===== src/sv/rmq_div_cell.sv =====
module rmq_div_cell #(
    parameter int NW  = 35,
    parameter int SW  = 18,
    parameter int QB  = 15,
    parameter int K   = 0,
    parameter int DSW = 28
) (
    input  logic                 clk,
    input  logic                 rst_n,
    input  logic                 in_valid,
    output logic                 in_ready,
    input  logic [2:0][NW-1:0]   in_rem,
    input  logic [2:0][QB-1:0]   in_quo,
    input  logic [SW-1:0]        in_div,
    input  logic [DSW-1:0]       in_side,
    output logic                 out_valid,
    input  logic                 out_ready,
    output logic [2:0][NW-1:0]   out_rem,
    output logic [2:0][QB-1:0]   out_quo,
    output logic [SW-1:0]        out_div,
    output logic [DSW-1:0]       out_side
);
    logic               valid_reg;
    logic [2:0][NW-1:0] rem_reg, rem_next;
    logic [2:0][QB-1:0] quo_reg, quo_next;
    logic [SW-1:0]      div_reg;
    logic [DSW-1:0]     side_reg;
    logic [NW-1:0]      dvs;

    // one quotient bit for each of the three lanes
    always_comb
    begin
        dvs = NW'(in_div) << K;
        for (int l = 0; l < 3; l++)
        begin
            if (in_rem[l] >= dvs)
            begin
                rem_next[l] = in_rem[l] - dvs;
                quo_next[l] = in_quo[l] | (QB'(1) << K);
            end
            else
            begin
                rem_next[l] = in_rem[l];
                quo_next[l] = in_quo[l];
            end
        end
    end

    assign in_ready = !valid_reg || out_ready;

    always_ff @(posedge clk or negedge rst_n)
    begin
        if (!rst_n)
        begin
            valid_reg <= 1'b0;
        end
        else if (in_ready)
        begin
            valid_reg <= in_valid;
        end
    end

    always_ff @(posedge clk)
    begin
        if (in_ready && in_valid)
        begin
            rem_reg  <= rem_next;
            quo_reg  <= quo_next;
            div_reg  <= in_div;
            side_reg <= in_side;
        end
    end

    assign out_valid = valid_reg;
    assign out_rem   = rem_reg;
    assign out_quo   = quo_reg;
    assign out_div   = div_reg;
    assign out_side  = side_reg;
endmodule


===== config.mk =====
export PLATFORM = sky130hd
export DESIGN_NAME = rmq_div_cell
export DESIGN_NICKNAME = d
export VERILOG_FILES = /design/src/sv/rmq_div_cell.sv
export SDC_FILE = /design/constraint.sdc
export NUM_CORES = 1
export LEC_CHECK = 0
export ABC_AREA = 1
export BUFFER_PORTS_ARGS = -buffer_cell sky130_fd_sc_hd__buf_2
export CAP_MARGIN = 20
export CORE_ASPECT_RATIO = 0.5
export CORE_MARGIN = 2
export CORE_UTILIZATION = 56
export CTS_CLUSTER_DIAMETER = 30
export DETAILED_ROUTE_END_ITERATION = 6
export GPL_TIMING_DRIVEN = 1
export PLACE_DENSITY = 0.85
export SYNTH_ARGS = -nofsm -noshare
export SYNTH_HDL_FRONTEND = slang
export SYNTH_SLANG_ARGS = --single-unit

===== constraint.sdc =====
create_clock -name clk -period 33.4 [get_ports clk]
set_clock_uncertainty 0.1 [all_clocks]
set_input_delay 1.67 -clock clk [delete_from_list [all_inputs] [get_ports clk]]
set_output_delay 1.67 -clock clk [all_outputs]
set_load 0.05 [all_outputs]

### After elaboration in Yosys (flattened, before gate mapping)

Cells that the tools add are included.
W data, S select, Z words.

| word-level totals | value |
|---|---|
| register bits after elaboration | 197 |
| input bits | 200 |
| output and inout bits | 198 |
| logic and storage cells | 24 |

| cells by class | value |
|---|---|
| add/sub/neg operators | 3 |
| $lt $le $gt $ge | 3 |
| muxes and demuxes | 3 |
| reductions and logical operators | 3 |

Operators with widths:

| operator | count |
|---|---|
| $ge A35 B18 Y1 | 3 |
| $mux W35 | 3 |
| $sub A35 B18 Y35 | 3 |
| $logic_and A1 B1 Y1 | 1 |
| $logic_not A1 Y1 | 1 |
| $logic_or A1 B1 Y1 | 1 |

### Longest topological paths before layout

| logic depth | value |
|---|---|
| depth in word-level cells | 3 |
| mapped depth | 16 |
| mapped depth without buffers | 15 |

### Least setup slack after synthesis

OpenSTA, ideal clock, no wires.

| timing path | value |
|---|---|
| path type | input -> register |
| start | in in_valid |
| end | reg div_reg[0], in the netlist out_div[0] (enable) |
| library setup time | 0.816 ns |
| arrival time | 11.122 ns |
| required time | 32.484 ns |
| slack | 21.362 ns |
| stages | 2 |
| buffers on the path | 0 |
| cell sequence | inv_1 -> a21oi_1 |

| on the way | value |
|---|---|
| cells in the longest elaborated chain, start to end | 1 |

Ends and longest elaborated chain:

| what | RTL line | RTL |
|---|---|---|
| from (decl) | 10 | `input logic in_valid,` |
| $logic_and A1 B1 Y1 | 65 | `if (in_ready && in_valid)` |
| to (signal assigned) | 69 | `div_reg <= in_div;` |
| to (decl) | 26 | `logic [SW-1:0] div_reg;` |

Every way passes these cells.
A chain may end at the register's enable or synchronous reset.

### Worst setup path in the final report

| timing path | value |
|---|---|
| start | in out_ready |
| end | out in_ready |

| on the way | value |
|---|---|
| cells in the longest elaborated chain, start to end | 1 |

Ends and longest elaborated chain:

| what | RTL line | RTL |
|---|---|---|
| from (decl) | 17 | `input logic out_ready,` |
| $logic_or A1 B1 Y1 | 49 | `assign in_ready = !valid_reg \|\| out_ready;` |
| to (decl) | 11 | `output logic in_ready,` |

Every way passes these cells.

==> summary.txt <==
Run status
  – Run status: complete, no violations

Placed design
  – Placed insts: 2,287
  – DPL Wire Length: 32,550 um
  – Port bufs: 397
  – Routability Congestion: 0.9747

Cells and area
  – Final net count: 2,264
  – # fillers: 1,860
  – Non-filler cells, final: 2,323
  – Layout area overhead: 22.69%
  – Share of cells above drive strength 1: 24.90%

STA
  – Slew Limit Fails: 0
  – Final hold viol count: 0
  – Max_slew headroom: 42.40%
  – Slew @ Worst Pin: 0.8640 ns
  – Period utilization: 11.81%
  – Final min period: 3.945 ns
  – Final setup TNS: 0 ns
  – Setup violators final: 0
  – RSZ-0062 raised after global routing: no
  – Fmax: 253.5 MHz

Die
  – Die Y: 110.4 um
  – Chip width: 216.8 um
  – Initial Utilization: 57.74%
  – Core Region: 21,970 um2
  – DIE AREA: 23,940 um2
  – I/O pins: 398
  – Core Rows: 38

Setup path
  – Crit path required time: 31.63 ns
  – CP arrival: 2.18 ns
  – Critical path type: input pin to output pin
  – R2R depth: 3
  – Crit path max fanout: 2
  – Setup crit end kind: output pin
  – Startpoint Class: input pin

Yosys
  – Most common cell in the netlist: nand2_1
  – Post-synth top cells: 566 x nand2_1, 228 x inv_1, 196 x edfxtp_1, 174 x nor2_1, 87 x nand3_1
  – Top cell type's share of synthesized area: 46.40%
  – Synth warnings: 0
  – Async S/R FF share, synth: 0.5076%
  – Syn_area_per_cell: 7.922 um2
  – Post-synth top area cell: edfxtp_1
  – Mapped Area: 12,680 um2
  – Cell variety after synth: 36
  – Sequential fraction of the synthesis area: 46.60%
  – Primary FF master, synth: edfxtp_1
  – Mapped Nets: 1,858
  – Area contributors post-synth: edfxtp_1 46%, nand2_1 17%, inv_1 6.7%, ha_1 5.3%, nor2_1 5.1%
  – Post-Synthesis Cells: 1,601
  – EDFF count, synth: 196
  – Synth Register Bits: 197

Clocking
  – H-tree Lvls: 4
  – Root buf cell: clkbuf_16
  – Clock latency on the worst-skew pair: 0.46 ns
  – Setup Fix Bufs, Post-CTS: 0
  – TritonCTS clock tree: built
  – CTS buffer count: 17
  – # hold bufs at CTS: 0
  – Clock tree buffer depth: 2
  – Clk sink count: 197
  – Clock-pin slew on the worst setup and hold paths: 0.08 ns
  – Post-CTS sizing: 0

Run
  – Max-cap viol count: 0

GRT
  – Global route overflow: 0
  – First-pass GRT wire length: 61,350 um
  – Initial antenna violation count: 2
  – Gr usage total: 33.60%
  – Largest net degree at the start of global routing: 160
  – Vias in the first global route: 11,302

Route
  – Routed wire per std cell: 17.35 um
  – Final wirelength: 40,310 um
  – Number of detailed-route iterations in the first pass: 6
  – Total number of vias: 12,247
  – Drt drc: 0
  – DRT antenna net count: 0
  – First DRT Iteration DRCs: 1,229
  – DR vias/cell: 5.272

Min path
  – Min-Delay Path Class: flop to flop
  – Hold Path Cell Cnt: 2

Power
  – Pwr dens: 45.72 nW/um2
  – Max IR drop VDD: 0.00003974 V
  – Lkg Pwr: 7.353 nW
## cells in the final DEF, fill, tap and decap left out, types with 35 or more instances in the layout
cell type	count
buf_2	397
edfxtp_1	196
nand3_1	87
inv_1	228
a21oi_1	53
nor2_1	174
ha_1	54
nor3_1	35
xnor2_1	36
nand2_1	566
## sequential cells by signal, indices dropped and copies added, names as in the netlist
name	flops
out_side	28
out_rem	105
out_div	18
out_valid	1
out_quo	45
## final cells by class
| cell class | instances | area [um2] | area share (%) |
|---|---|---|---|
| Clock buffer | 19 | 432.9 | 2.782 |
| Tap cell | 300 | 375.4 | 2.412 |
| Clock inverter | 13 | 158.9 | 1.021 |
| Timing Repair Buffer | 399 | 2027 | 13.03 |
| Multi-Input combinational cell | 1152 | 5738 | 36.87 |
| Inverter | 240 | 910.9 | 5.853 |
| Sequential cell | 197 | 5911 | 37.98 |
| Antenna cell | 3 | 7.507 | 0.04824 |
## per-stage QoR
step	total power [mW]	hold WS (ns)	setup slack, ns	cell area, um2	util, %
global route	0.7390	0.5467	29.34	15560	70.82
CTS	0.7104	0.5107	29.46	15530	70.72
detailed placement	0.5028	0.4899	29.14	14940	68.02
global placement	0.5006	0.4757	29.15	14940	68.02
finish	0.7115	0.5145	29.46	15560	70.84
floorplan	0.4503	1.033	21.36	12680	-
## report_power, final
group	total, mW	internal (mW)	switching (mW)	leakage, nW
Sequential	0.300	0.296	0.00465	1.87
Combinational	0.200	0.0547	0.146	5.20
Clock	0.211	0.107	0.104	0.286
Total	0.711	0.457	0.254	7.35
## cell families (layout without fill, tap and decap cells)
kind of cell / count (synthesis) / in the layout / share of synthesized area, %
xor+xnor: 43 / 43 / 2.969
buf+inv: 252 / 671 / 8.247
compound gates: 144 / 144 / 6.896
other cells: 0 / 3 / 0
fa+ha+maj: 57 / 57 / 5.801
simple gates: 908 / 908 / 29.49
flops: 197 / 197 / 46.60
## path summary, 6_finish.rpt
kind / start / end / slack, ns
worst max-delay path: out_ready / in_ready / 29.46
worst min-delay path: out_valid / out_valid / 0.51
worst max register to register: out_valid / out_rem[93] / 31.22
worst min register to register: out_valid / out_valid / 0.51
max in group asynchronous: rst_n / out_valid / 32.26
min in group asynchronous: rst_n / out_valid / 0.86
## critical path: stages
cell and delay [ns]:
buf_2 0.10, inv_1 0.10, nand2_1 0.08, buf_2 0.22
## routing by layer
layer | track usage, % | vias to the layer above | part of all wire [%]
li1 | - | 6025 | -
met1 | 42.86 | 5579 | 42
met2 | 55.00 | 547 | 46
met3 | 7.190 | 96 | 8.1
met4 | 15.48 | 0 | 4.3
met5 | 0 | - | 0
Power figures use the tool's default switching activity.
