===== config.mk =====
export PLATFORM = sky130hd
export DESIGN_NAME = rmq_sqrt_cell
export DESIGN_NICKNAME = d
export VERILOG_FILES = /design/src/sv/rmq_sqrt_cell.sv
export SDC_FILE = /design/constraint.sdc
export NUM_CORES = 1
export LEC_CHECK = 0
export BUFFER_PORTS_ARGS = -buffer_cell sky130_fd_sc_hd__buf_2
export CAP_MARGIN = 20
export CORE_ASPECT_RATIO = 1.4
export CORE_MARGIN = 4
export CORE_UTILIZATION = 42
export DETAILED_ROUTE_END_ITERATION = 16
export PLACE_DENSITY = 0.74
export SLEW_MARGIN = 20
export SYNTH_ARGS = -nofsm -noshare
export SYNTH_HDL_FRONTEND = slang
export SYNTH_SLANG_ARGS = --single-unit

===== constraint.sdc =====
create_clock -name clk -period 3.5 [get_ports clk]
set_clock_uncertainty 0.15 [all_clocks]
set_input_delay 0.525 -clock clk [delete_from_list [all_inputs] [get_ports clk]]
set_output_delay 0.525 -clock clk [all_outputs]
set_load 0.1 [all_outputs]

===== src/sv/rmq_sqrt_cell.sv =====
module rmq_sqrt_cell #(
    parameter int VW = 34,
    parameter int SQ = 17,
    parameter int K  = 0,
    parameter int SW = 53
) (
    input  logic          clk,
    input  logic          rst_n,
    input  logic          in_valid,
    output logic          in_ready,
    input  logic [VW-1:0] in_rem,
    input  logic [SQ-1:0] in_root,
    input  logic [SW-1:0] in_side,
    output logic          out_valid,
    input  logic          out_ready,
    output logic [VW-1:0] out_rem,
    output logic [SQ-1:0] out_root,
    output logic [SW-1:0] out_side
);
    localparam int TW = 2 * SQ + 2;

    logic          valid_reg;
    logic [VW-1:0] rem_reg, rem_next;
    logic [SQ-1:0] root_reg, root_next;
    logic [SW-1:0] side_reg;
    logic [TW-1:0] inc, remx;
    logic          take;

    // (r + 2^k)^2 - r^2 = r*2^(k+1) + 2^(2k)
    always_comb
    begin
        inc       = (TW'(in_root) << (K + 1)) + (TW'(1) << (2 * K));
        remx      = TW'(in_rem);
        take      = remx >= inc;
        rem_next  = take ? VW'(remx - inc) : in_rem;
        root_next = in_root | (SQ'(take) << K);
    end

    assign in_ready = !valid_reg || out_ready;

    always_ff @(posedge clk or negedge rst_n)
    begin
        if (!rst_n)
        begin
            valid_reg <= 1'b0;
        end
        else if (in_ready)
        begin
            valid_reg <= in_valid;
        end
    end

    always_ff @(posedge clk)
    begin
        if (in_ready && in_valid)
        begin
            rem_reg  <= rem_next;
            root_reg <= root_next;
            side_reg <= in_side;
        end
    end

    assign out_valid = valid_reg;
    assign out_rem   = rem_reg;
    assign out_root  = root_reg;
    assign out_side  = side_reg;
endmodule


; ---- After elaboration in Yosys (flattened, before gate mapping)
; Index checks and enable logic that the tools add are counted.
[word_totals]
register_bits = 105
out_inout_bits = 106
input_bits = 108
elab_cells = 12
[op_classes]
n_mux = 1
reduce_logical = 3
magnitude_cmp = 1
add_sub_neg = 2
n_bitwise = 1
[ops]
columns = op, count
row1 = $ge A34 B19 Y1, 1
row2 = $mux W34, 1
row3 = $sub A34 B19 Y34, 1
row4 = $add A18 B1 Y19 const B, 1
row5 = $or A17 B1 Y17, 1
row6 = $logic_and A1 B1 Y1, 1
row7 = $logic_not A1 Y1, 1
row8 = $logic_or A1 B1 Y1, 1

; ---- Longest topological paths before layout
; Gate-level depths: netlist of run 1.
[logic_depth]
word_depth = 3
mapped_depth = 11
ltp_nobuf = 10

; ---- Worst setup path after synthesis of run 1
; Ideal clock, no wire load.
[synth_path]
path_type = reg2reg
startpoint = register valid_reg (netlist: out_valid)
endpoint = register rem_reg[0] (netlist: out_rem[0]), enable pin
required_time_ns = 2.876
synth_period_minus_slack_ns = 4.804
arrival_ns = 4.180
path_stages_with_launch = 3
slack_ns = -1.304
setup_time_ns = 0.474
n_path_buf = 0
path_cell_list = dfrtp_1 nand2b_1 and2_1
[synth_between]
elab_chain_len = 3
[synth_lines]
columns = element, line_no
row1 = start: declaration, 22  ; logic valid_reg;
row2 = start signal: assignment, 49  ; valid_reg <= in_valid;
row3 = $logic_not A1 Y1, 39  ; assign in_ready = !valid_reg || out_ready;
row4 = $logic_or A1 B1 Y1, 39
row5 = via in_ready, 10  ; output logic in_ready,
row6 = $logic_and A1 B1 Y1, 55  ; if (in_ready && in_valid)
row7 = end signal: assignment, 57  ; rem_reg <= rem_next;
row8 = end: declaration, 23  ; logic [VW-1:0] rem_reg, rem_next;
; The timed path passes the listed nets, and every way through them passes these cells.
; A chain may end at the register's enable or synchronous reset.

; ---- Final worst setup path of run 1
[layout_path]
startpoint = input port in_root[5]
endpoint = register rem_reg[33] (netlist: out_rem[33]) (data pin)
[layout_between]
elab_chain_len = 3
word_cells_on_any_way = 4
classes_between = add/sub: 2 / order compare: 1 / mux: 1
[layout_lines]
columns = element, line_no
row1 = start: declaration, 12  ; input logic [SQ-1:0] in_root,
row2 = $add A18 B1 Y19 *, 32  ; inc = (TW'(in_root) << (K + 1)) + (TW'(1) << (2 * K));
row3 = $sub A34 B19 Y34 / $ge A34 B19 Y1 (equally long branches), "35, 34"
row4 = $mux W34 *, 35  ; rem_next = take ? VW'(remx - inc) : in_rem;
row5 = via rem_next[33], 23
; Mark *: on every way through the listed nets, which the timed path passes. The rest lies on a longest branch.

==> results of run 1 <==
-- power groups by stage --
stage	logic, W	clock network, W	registers, W
2_1_floorplan	0.000211	0	0.00210
3_3_place_gp	0.000978	0	0.00153
5_1_grt	0.00104	0.00101	0.00151
3_5_place_dp	0.000987	0	0.00154
6_report	0.000990	0.000935	0.00151
4_1_cts	0.000991	0.000958	0.00151
-- repair_timing --
| item | in CTS | in global routing |
|---|---|---|
| hold buffers | 1 | 0 |
| resized for setup | 0 | 0 |
| endpoints found under the hold margin | 1 | 0 |
-- layout make-up --
cell class | count | area [um2] | share of cell area [%]
multi-input cells | 206 | 1440 | 23.0
well taps | 141 | 176 | 2.82
inverters | 22 | 82.6 | 1.32
clock inverters | 7 | 52.6 | 0.841
clock buffers | 9 | 225 | 3.61
flip-flops and latches | 105 | 3150 | 50.4
repair buffers | 219 | 1130 | 18.0
-- per-stage QoR --
step | cell area [um2] | power [W]
2_1_floorplan | 4690 | 0.00231
3_3_place_gp | 5960 | 0.00251
3_5_place_dp | 5960 | 0.00252
4_1_cts | 6250 | 0.00346
5_1_grt | 6250 | 0.00356
6_report | 6250 | 0.00343
-- worst register-to-register path, cell delays in order, from the launching register on --
cell and delay (ns):
dfrtp_1 0.38, nand2b_1 0.11, and2_4 0.58, buf_12 0.38
-- cells by family after synthesis --
logic type	Yosys count	share of synthesized area, %
flops	105	67.2
simple gates	82	9.05
compound gates	71	9.80
xor+xnor	31	5.79
buf+inv	26	2.27
fa+ha+maj	19	5.23
mux	3	0.694
-- registers in the layout, indices dropped and copies added (netlist names) --
name and flops:
out_side 53, out_rem 34, out_root 17, out_valid 1
-- metal layers --
metal  global-route usage, %  up-vias  share of wire (%)
met3                    4.27       18                6.9
met1                    19.4     1683                 37
met2                    33.9      173                 54
met5                       0        -                  0
met4                    7.16        0                1.9
li1                        -     1716                  -
-- worst paths after layout --
path / to / from / slack, ns / cells past startpoint
worst min-delay path: out_side[38] / in_side[38] / 0.20 / 1
worst max-delay path: out_rem[33] / in_root[5] / 0.45 / 10
worst max register to register: out_rem[25] / out_valid / 1.54 / 3
worst min register to register: out_valid / out_valid / 0.39 / 2
max in group asynchronous: out_valid / rst_n / 2.79 / 2
min in group asynchronous: out_valid / rst_n / 0.33 / 2
-- cells in the mapped netlist, types with 3 or more instances --
cell        n  area (um2)
edfxtp_1  104        3120
nand2_1    29         109
o21ai_0    24         120
inv_1      22        82.6
xor2_1     19         166
a21oi_1    18        90.1
ha_1       18         225
xnor2_1    12         105
nor3_1     11        55.1
nor2_1     10        37.5
nor4_1      7        43.8
nand3_1     5        25.0
a211oi_1    4        30.0
nand2b_1    4        25.0
o21a_1      4        30.0
and3_1      3        18.8
nand4_1     3        18.8
==> summary.md, run 1 <==
| Metric | Value |
|---|---|
| Core Box Area | 10900 um2 |
| Final min period | 3.05 ns |
| Global route overflow | 0 |
| Total routed wirelength | 11.9 mm |
| Fraction of registers with async set/reset | 0.952% |
| Fill cells | 912 |
| Post-synth cell types | 48 |
| Syn_nets | 464 |
| Mapped Area | 4690 um2 |
| Setup TNS | 0 ns |
| Max Clk Rate | 328 MHz |
| Post-synthesis cell count | 337 |
| I/O pin cnt | 214 |
| RSZ-0062 raised after global routing | false |
| Finish-stage setup viols | 0 |
| CP max stage delay | 0.49 ns |
| Initial Utilization | 43.1% |
| DP HPWL | 9.46 mm |
| WS Path Type | in -> reg |
| Layout Cells excl Fill | 709 |
| CP startpoint kind | input pin |
| Endpoint class of the critical path | register |
| WP data required | 3.42 ns |
| DIE HEIGHT | 133 um |
| Syn_area_per_cell | 13.9 um2 |
| Average wire per standard cell | 16.8 um |
| Via density | 5.06 |
| Yosys warning count | 0 |
| Cell area power density | 549 nW/um2 |
| Post-CTS setup buffers | 0 |
| Via count | 3590 |
| Initial antenna violation count | 0 |
| Crit path arrival time | 2.97 ns |
| Part of the power in the clock network | 27.2% |
| Fin. max-slew vios | 0 |
| Placement Setup Slack | 0.124 ns |
| Hold Crit Class | in -> reg |
| Fin util | 57.5% |
| Inserted Clock Buffers | 9 |
| DRC errors left | 0 |
| Via count of the first global-routing pass | 3691 |
| H-tree depth | 3 |
| I/O Buffers | 213 |
| Clk root buf | clkbuf_16 |
| CTS max path bufs | 2 |
| CTS tree | done |
| Clock sinks | 105 |
| CTS clk-pin slew, worst paths | 0.07 ns |
| Worst-path cell chain | buf_2, inv_1, ha_1, o21ai_0, o21a_1, o311ai_1, a41oi_1, nor4b_4, nor4_1, xor2_1 |
| Max Cap Viol | 0 |
| Most frequent cells in the layout | 213 x buf_2, 104 x edfxtp_1, 29 x nand2_1, 24 x o21ai_0, 22 x inv_1 |
| Sequential area share after synthesis | 67.2% |
| Family with the most delay on the worst path | compound AO/OA/AOI/OAI gates |
| Rel. slew slack | 56.7% |
| Worst setup margin | 0.454 ns |
| Leading cell type in the layout, fill and taps excluded | buf_2 |
| Worst vdd ir | 246 uV |
| Placed cells | 692 |
| ANT cells | 0 |
| Hold WS | 0.205 ns |
| DRT antenna net count | 0 |
| Worst skew pair latency | 0.34 ns |
| Synth-to-layout area growth | 33.3% |
| Combinational share of power | 28.8% |
| Status | complete, no violations |
| EDFF count, synth | 104 |
| Sequential power share | 43.9% |
| NetSw | 0.00126 W |
| # rows | 45 |
| Fraction of layout instances using a drive strength above 1 | 43.3% |
| Max stage delay cell, worst path | nor4b_4 |
| Gp weighted congestion | 0.831 |
| Largest net degree at the start of global routing | 58 |
| Drt initial violations | 166 |
| Top FF cell, synth | edfxtp_1 |
| CP bufs+invs | 2 |
| First-pass GRT wire length | 18.4 mm |
| Leak Pwr | 2.63 nW |
| Final hold vios | 0 |
| CP max FO | 7 |
| Internal power | 0.00217 W |
| All-Layer GR Usage | 18.0% |
| DIE AREA | 12900 um2 |
| FF+latch count, synth | 105 |
| First-pass DRT Iterations | 4 |
| Die Wd | 97.3 um |
| Final net count | 690 |
| Tcrit/Tclk final | 87.0% |
| Net Sw Frac | 36.8% |
| Least-Margin Pin Slew | 0.649 ns |
No activity file was read; power rests on OpenSTA's default activity.
==> inputs of run 2 (changes only) <==
PLACE_DENSITY = 0.77   (was 0.74)
==> run 2 against run 1 <==
Compared with the run above:
- global-route usage hardly changed
- utilization up 0.12 points
- sequential cell count unchanged
- first-iteration DRC count down 31%
- critical path type unchanged
==> summary.md, run 2 (synthesized netlist as in run 1, its figures left out) <==
| Metric | Value |
|---|---|
| DP HPWL | 9.54 mm |
| Fin. max-slew vios | 0 |
| Leak Pwr | 2.63 nW |
| Net Sw Frac | 37.0% |
| I/O pin cnt | 214 |
| Max Cap Viol | 0 |
| DRC errors left | 0 |
| Internal power | 0.00218 W |
| Final min period | 2.90 ns |
| Least-Margin Pin Slew | 0.492 ns |
| Initial Utilization | 43.1% |
| Via count | 3540 |
| Drt initial violations | 114 |
| ANT cells | 0 |
| Combinational share of power | 28.4% |
| Total routed wirelength | 12.0 mm |
| Worst-path cell chain | buf_2, inv_1, ha_1, a211oi_1, o21a_1, o311ai_1, a41oi_1, nor4b_4, nor3_1, xor2_1 |
| Register area | 3150 um2 |
| Tcrit/Tclk final | 82.7% |
| Endpoint class of the critical path | register |
| Finish-stage setup viols | 0 |
| Most frequent cells in the layout | 213 x buf_2, 104 x edfxtp_1, 29 x nand2_1, 24 x o21ai_0, 22 x inv_1 |
| CTS clk-pin slew, worst paths | 0.08 ns |
| Synth-to-layout area growth | 33.5% |
| Final net count | 690 |
| Fraction of layout instances using a drive strength above 1 | 43.3% |
| Gp weighted congestion | 0.857 |
| WP data required | 3.43 ns |
| WS Path Type | in -> reg |
| Area occupied by multi-input gates | 1440 um2 |
| Average wire per standard cell | 16.9 um |
| Sequential power share | 43.5% |
| NetSw | 0.00128 W |
| CP startpoint kind | input pin |
| DIE AREA | 12900 um2 |
| Largest net degree at the start of global routing | 76 |
| Initial antenna violation count | 0 |
| Placed cell area | 5960 um2 |
| Max reg flops | 53 |
| # rows | 45 |
| CP max stage delay | 0.49 ns |
| Worst vdd ir | 226 uV |
| CTS max path bufs | 2 |
| Crit path arrival time | 2.83 ns |
| All-Layer GR Usage | 18.0% |
| Core Box Area | 10900 um2 |
| Rel. slew slack | 66.9% |
| Cell area power density | 553 nW/um2 |
| Final hold vios | 0 |
| Via density | 4.99 |
| Leading cell type in the layout, fill and taps excluded | buf_2 |
| Part of the power in the clock network | 28.1% |
| Clock sinks | 105 |
| Global route overflow | 0 |
| First-pass GRT wire length | 18.3 mm |
| H-tree depth | 3 |
| First-pass DRT Iterations | 4 |
| CTS tree | done |
| Max stage delay cell, worst path | nor4b_4 |
| Max Clk Rate | 345 MHz |
| DRT antenna net count | 0 |
| Fill cells | 935 |
| Inserted Clock Buffers | 9 |
| Fin area | 6260 um2 |
| CP max FO | 7 |
| Worst skew pair latency | 0.34 ns |
| Hold Crit Class | in -> reg |
| RSZ-0062 raised after global routing | false |
| Clk root buf | clkbuf_16 |
| I/O Buffers | 213 |
| Status | complete, no violations |
| Via count of the first global-routing pass | 3638 |
| Setup TNS | 0 ns |
| DIE HEIGHT | 133 um |
| Die Wd | 97.3 um |
## run 2: changes by cell type in the layout (fill, tap and decap cells not counted)
cell,change
clkinv_4,+1
clkinv_8,+1
clkbuf_1,+1
clkinvlp_4,-1
clkinv_2,-1
clkinv_1,-1
## run 2: final cells by class
type	count	share of cell area, %
clock inverters	6	0.980
multi-input cells	206	22.9
repair buffers	219	18.0
inverters	22	1.32
well taps	141	2.82
clock buffers	10	3.66
flip-flops and latches	105	50.3
## run 2: worst paths after layout
check / startpoint / to / slack, ns / depth (start not counted)
max: in_root[3] / out_rem[27] / 0.60 / 10
min: in_side[39] / out_side[39] / 0.20 / 1
max reg2reg: out_valid / out_root[11] / 1.64 / 3
min reg2reg: out_valid / out_valid / 0.40 / 2
max in group asynchronous: rst_n / out_valid / 2.77 / 2
min in group asynchronous: rst_n / out_valid / 0.35 / 2
## run 2: critical path: cells and delay by family
| family | cells | cell delay [ns] |
|---|---|---|
| buffers and inverters | 2 | 0.13 |
| AND/OR/NAND/NOR | 2 | 0.61 |
| AO/OA/AOI/OAI | 4 | 1.04 |
| adder cells (fa/ha/maj) | 1 | 0.35 |
| XOR/XNOR | 1 | 0.17 |
## run 2: what timing repair did
action	in CTS	in global routing
hold buffers	1	0
gates resized for setup	0	0
hold endpoints to repair	1	0
setup buffers	0	0
## run 2: power groups by stage
stage          Combinational (W)  Clock, W  Sequential, W
6_report                0.000985  0.000972        0.00151
5_1_grt                  0.00103   0.00105        0.00151
4_1_cts                 0.000990  0.000992        0.00151
3_5_place_dp            0.000987         0        0.00154
3_3_place_gp            0.000980         0        0.00153
2_1_floorplan           0.000211         0        0.00210
## run 2: stage by stage
stage	utilization [%]	instances	power (W)	hold slack (ns)	setup WS, ns
6_report	57.6	709	0.00346	0.199	0.604
5_1_grt	57.6	709	0.00359	0.183	0.380
4_1_cts	57.6	709	0.00349	0.190	0.596
3_5_place_dp	54.8	692	0.00252	0.151	0.217
3_3_place_gp	54.8	692	0.00251	0.149	0.256
2_1_floorplan	-	337	0.00231	0.0794	0.346
## run 2: layer usage
layer / global-route usage (%) / wire, um
met5: 0 / 0
met4: 6.77 / 262
met3: 4.43 / 766
met2: 34.3 / 6530
met1: 18.9 / 4450
==> inputs of run 3 (changes only) <==
CORE_UTILIZATION = 47   (was 42)
PLACE_DENSITY = 0.81   (was 0.77)
clock period = 2.9 ns   (was 3.5 ns; I/O delays follow)
==> run 3 against run 2 <==
Compared with the run above:
- via count is 6.9% higher
- sequential power is 21% higher
- utilization is 10 points higher
- critical path depth is 2 higher
- combinational power is 28% higher
- worst setup slack worse by 0.43 ns
==> summary.md, run 3 (synthesized netlist as in run 1, its figures left out) <==
| Metric | Value |
|---|---|
| Die Wd | 92.4 um |
| Post-CTS setup buffers | 0 |
| Final hold vios | 0 |
| Hold Crit Class | in -> reg |
| Max Clk Rate | 367 MHz |
| Final min period | 2.72 ns |
| All-Layer GR Usage | 21.3% |
| DIE HEIGHT | 126 um |
| Clk root buf | clkbuf_16 |
| Most used cell, CP | buf_4 |
| WS Path Type | in -> reg |
| RSZ-0062 raised after global routing | false |
| CTS tree | done |
| Reg2Reg Depth | 3 |
| Crit path arrival time | 2.64 ns |
| Initial Utilization | 48.7% |
| Leak Pwr | 2.82 nW |
| Worst r2r src | out_valid |
| Inserted Clock Buffers | 9 |
| Status | complete, no violations |
| Synth-to-layout area growth | 39.6% |
| Average wire per standard cell | 16.8 um |
| DIE AREA | 11700 um2 |
| Worst setup margin | 0.178 ns |
| CTS max path bufs | 2 |
| First-pass DRT Iterations | 4 |
| Tcrit/Tclk final | 93.9% |
| Gp weighted congestion | 0.897 |
| Fin. max-slew vios | 0 |
| Placement Setup Slack | -0.147 ns |
| DP HPWL | 10.1 mm |
| Endpoint class of the critical path | register |
| Via count of the first global-routing pass | 3995 |
| Worst setup path start | in_root[3] |
| Finish-stage setup viols | 0 |
| Final net count | 727 |
| Fill cells | 708 |
| Fraction of layout instances using a drive strength above 1 | 46.9% |
| Max stage delay cell, worst path | a41oi_1 |
| Most frequent cells in the layout | 213 x buf_2, 104 x edfxtp_1, 40 x buf_4, 29 x nand2_1, 24 x o21ai_0 |
| I/O pin cnt | 214 |
| Crit path to | out_rem[33] |
| I/O Buffers | 213 |
| Core Box Area | 9620 um2 |
| Drt initial violations | 190 |
| Resized cells post-CTS | 0 |
| Largest net degree at the start of global routing | 47 |
| Hold WS | 0.111 ns |
| Global route overflow | 0 |
| Least-Margin Pin Slew | 0.562 ns |
| Worst skew pair latency | 0.34 ns |
| Worst vdd ir | 297 uV |
| Total routed wirelength | 12.4 mm |
| Initial antenna violation count | 1 |
| Rel. slew slack | 62.2% |
| Reg2reg setup slack | 1.20 ns |
| # rows | 42 |
| CP max FO | 7 |
| Via density | 5.13 |
| Reg2reg end | out_side[2] |
| Worst-path cell chain | buf_2, inv_1, ha_1, a211oi_1, buf_4, o21a_1, o311ai_1, a41oi_1, nor4b_4, buf_4, nor4_1, xor2_1 |
| First-pass GRT wire length | 19.5 mm |
| Clock sinks | 105 |
| Max Cap Viol | 0 |
| CTS clk-pin slew, worst paths | 0.07 ns |
| CP startpoint kind | input pin |
| Leading cell type in the layout, fill and taps excluded | buf_2 |
| Cell area power density | 647 nW/um2 |
| Via count | 3786 |
| DRC errors left | 0 |
| Hold buffers post-CTS | 1 |
| DRT antenna net count | 0 |
| H-tree depth | 3 |
| Max reg flops | 53 |
| CP max stage delay | 0.38 ns |
| WP data required | 2.82 ns |
## run 3: cell types whose count changed in the layout (fill, tap and decap cells not counted)
cell / change
buf_4: +36
nand2b_1: -1
diode_2: +1
clkinv_1: +1
buf_12: +1
nand2b_2: +1
inv_6: -1
clkbuf_1: -1
clkinv_4: +1
## run 3: cell type report
type	count	area, um2	share of cell area [%]
diodes	1	2.50	0.0382
clock buffers	9	225	3.44
clock inverters	7	65.1	0.994
inverters	22	82.6	1.26
multi-input cells	206	1440	22.0
flip-flops and latches	105	3150	48.1
well taps	132	165	2.52
repair buffers	256	1420	21.6
## run 3: worst min-delay path by stage
stage | from | endpoint | slack (ns) | cells past startpoint
2_1_floorplan | rst_n | out_valid | -0.01 | 0
3_3_place_gp | rst_n | out_valid | 0.06 | 1
3_5_place_dp | rst_n | out_valid | 0.07 | 1
4_1_cts | in_side[15] | out_side[15] | 0.10 | 1
5_1_grt | in_side[32] | out_side[32] | 0.09 | 1
6_report | in_side[49] | out_side[49] | 0.11 | 1
## run 3: routing by layer
metal,vias to the layer above,global-route usage [%],share of wire [%]
met3,34,4.71,7.6
met1,1770,21.6,34
li1,1799,-,-
met5,-,0,0
met4,0,9.71,3.0
met2,183,40.6,55
## run 3: metrics by stage
step                total power (W)  cell area (um2)  TNS, ns  util (%)  instances
finish                      0.00423             6540        0      68.0        738
global route                0.00440             6540        0      68.0        738
CTS                         0.00426             6540        0      68.0        737
detailed placement          0.00311             6240    -1.75      64.9        720
global placement            0.00309             6240   -0.220      64.9        720
floorplan                   0.00279             4690        0         -        337
## run 3: critical path: cells and delay by family
family	cells	cell delay [ns]
compound gates	4	0.89
buf+inv	4	0.46
fa+ha+maj	1	0.29
simple gates	2	0.43
xor+xnor	1	0.12
## run 3: power breakdown
part	switching [W]	internal, W
Clock	0.000556	0.000599
Sequential	0.0000234	0.00180
Combinational	0.000974	0.000281
Total	0.00155	0.00268
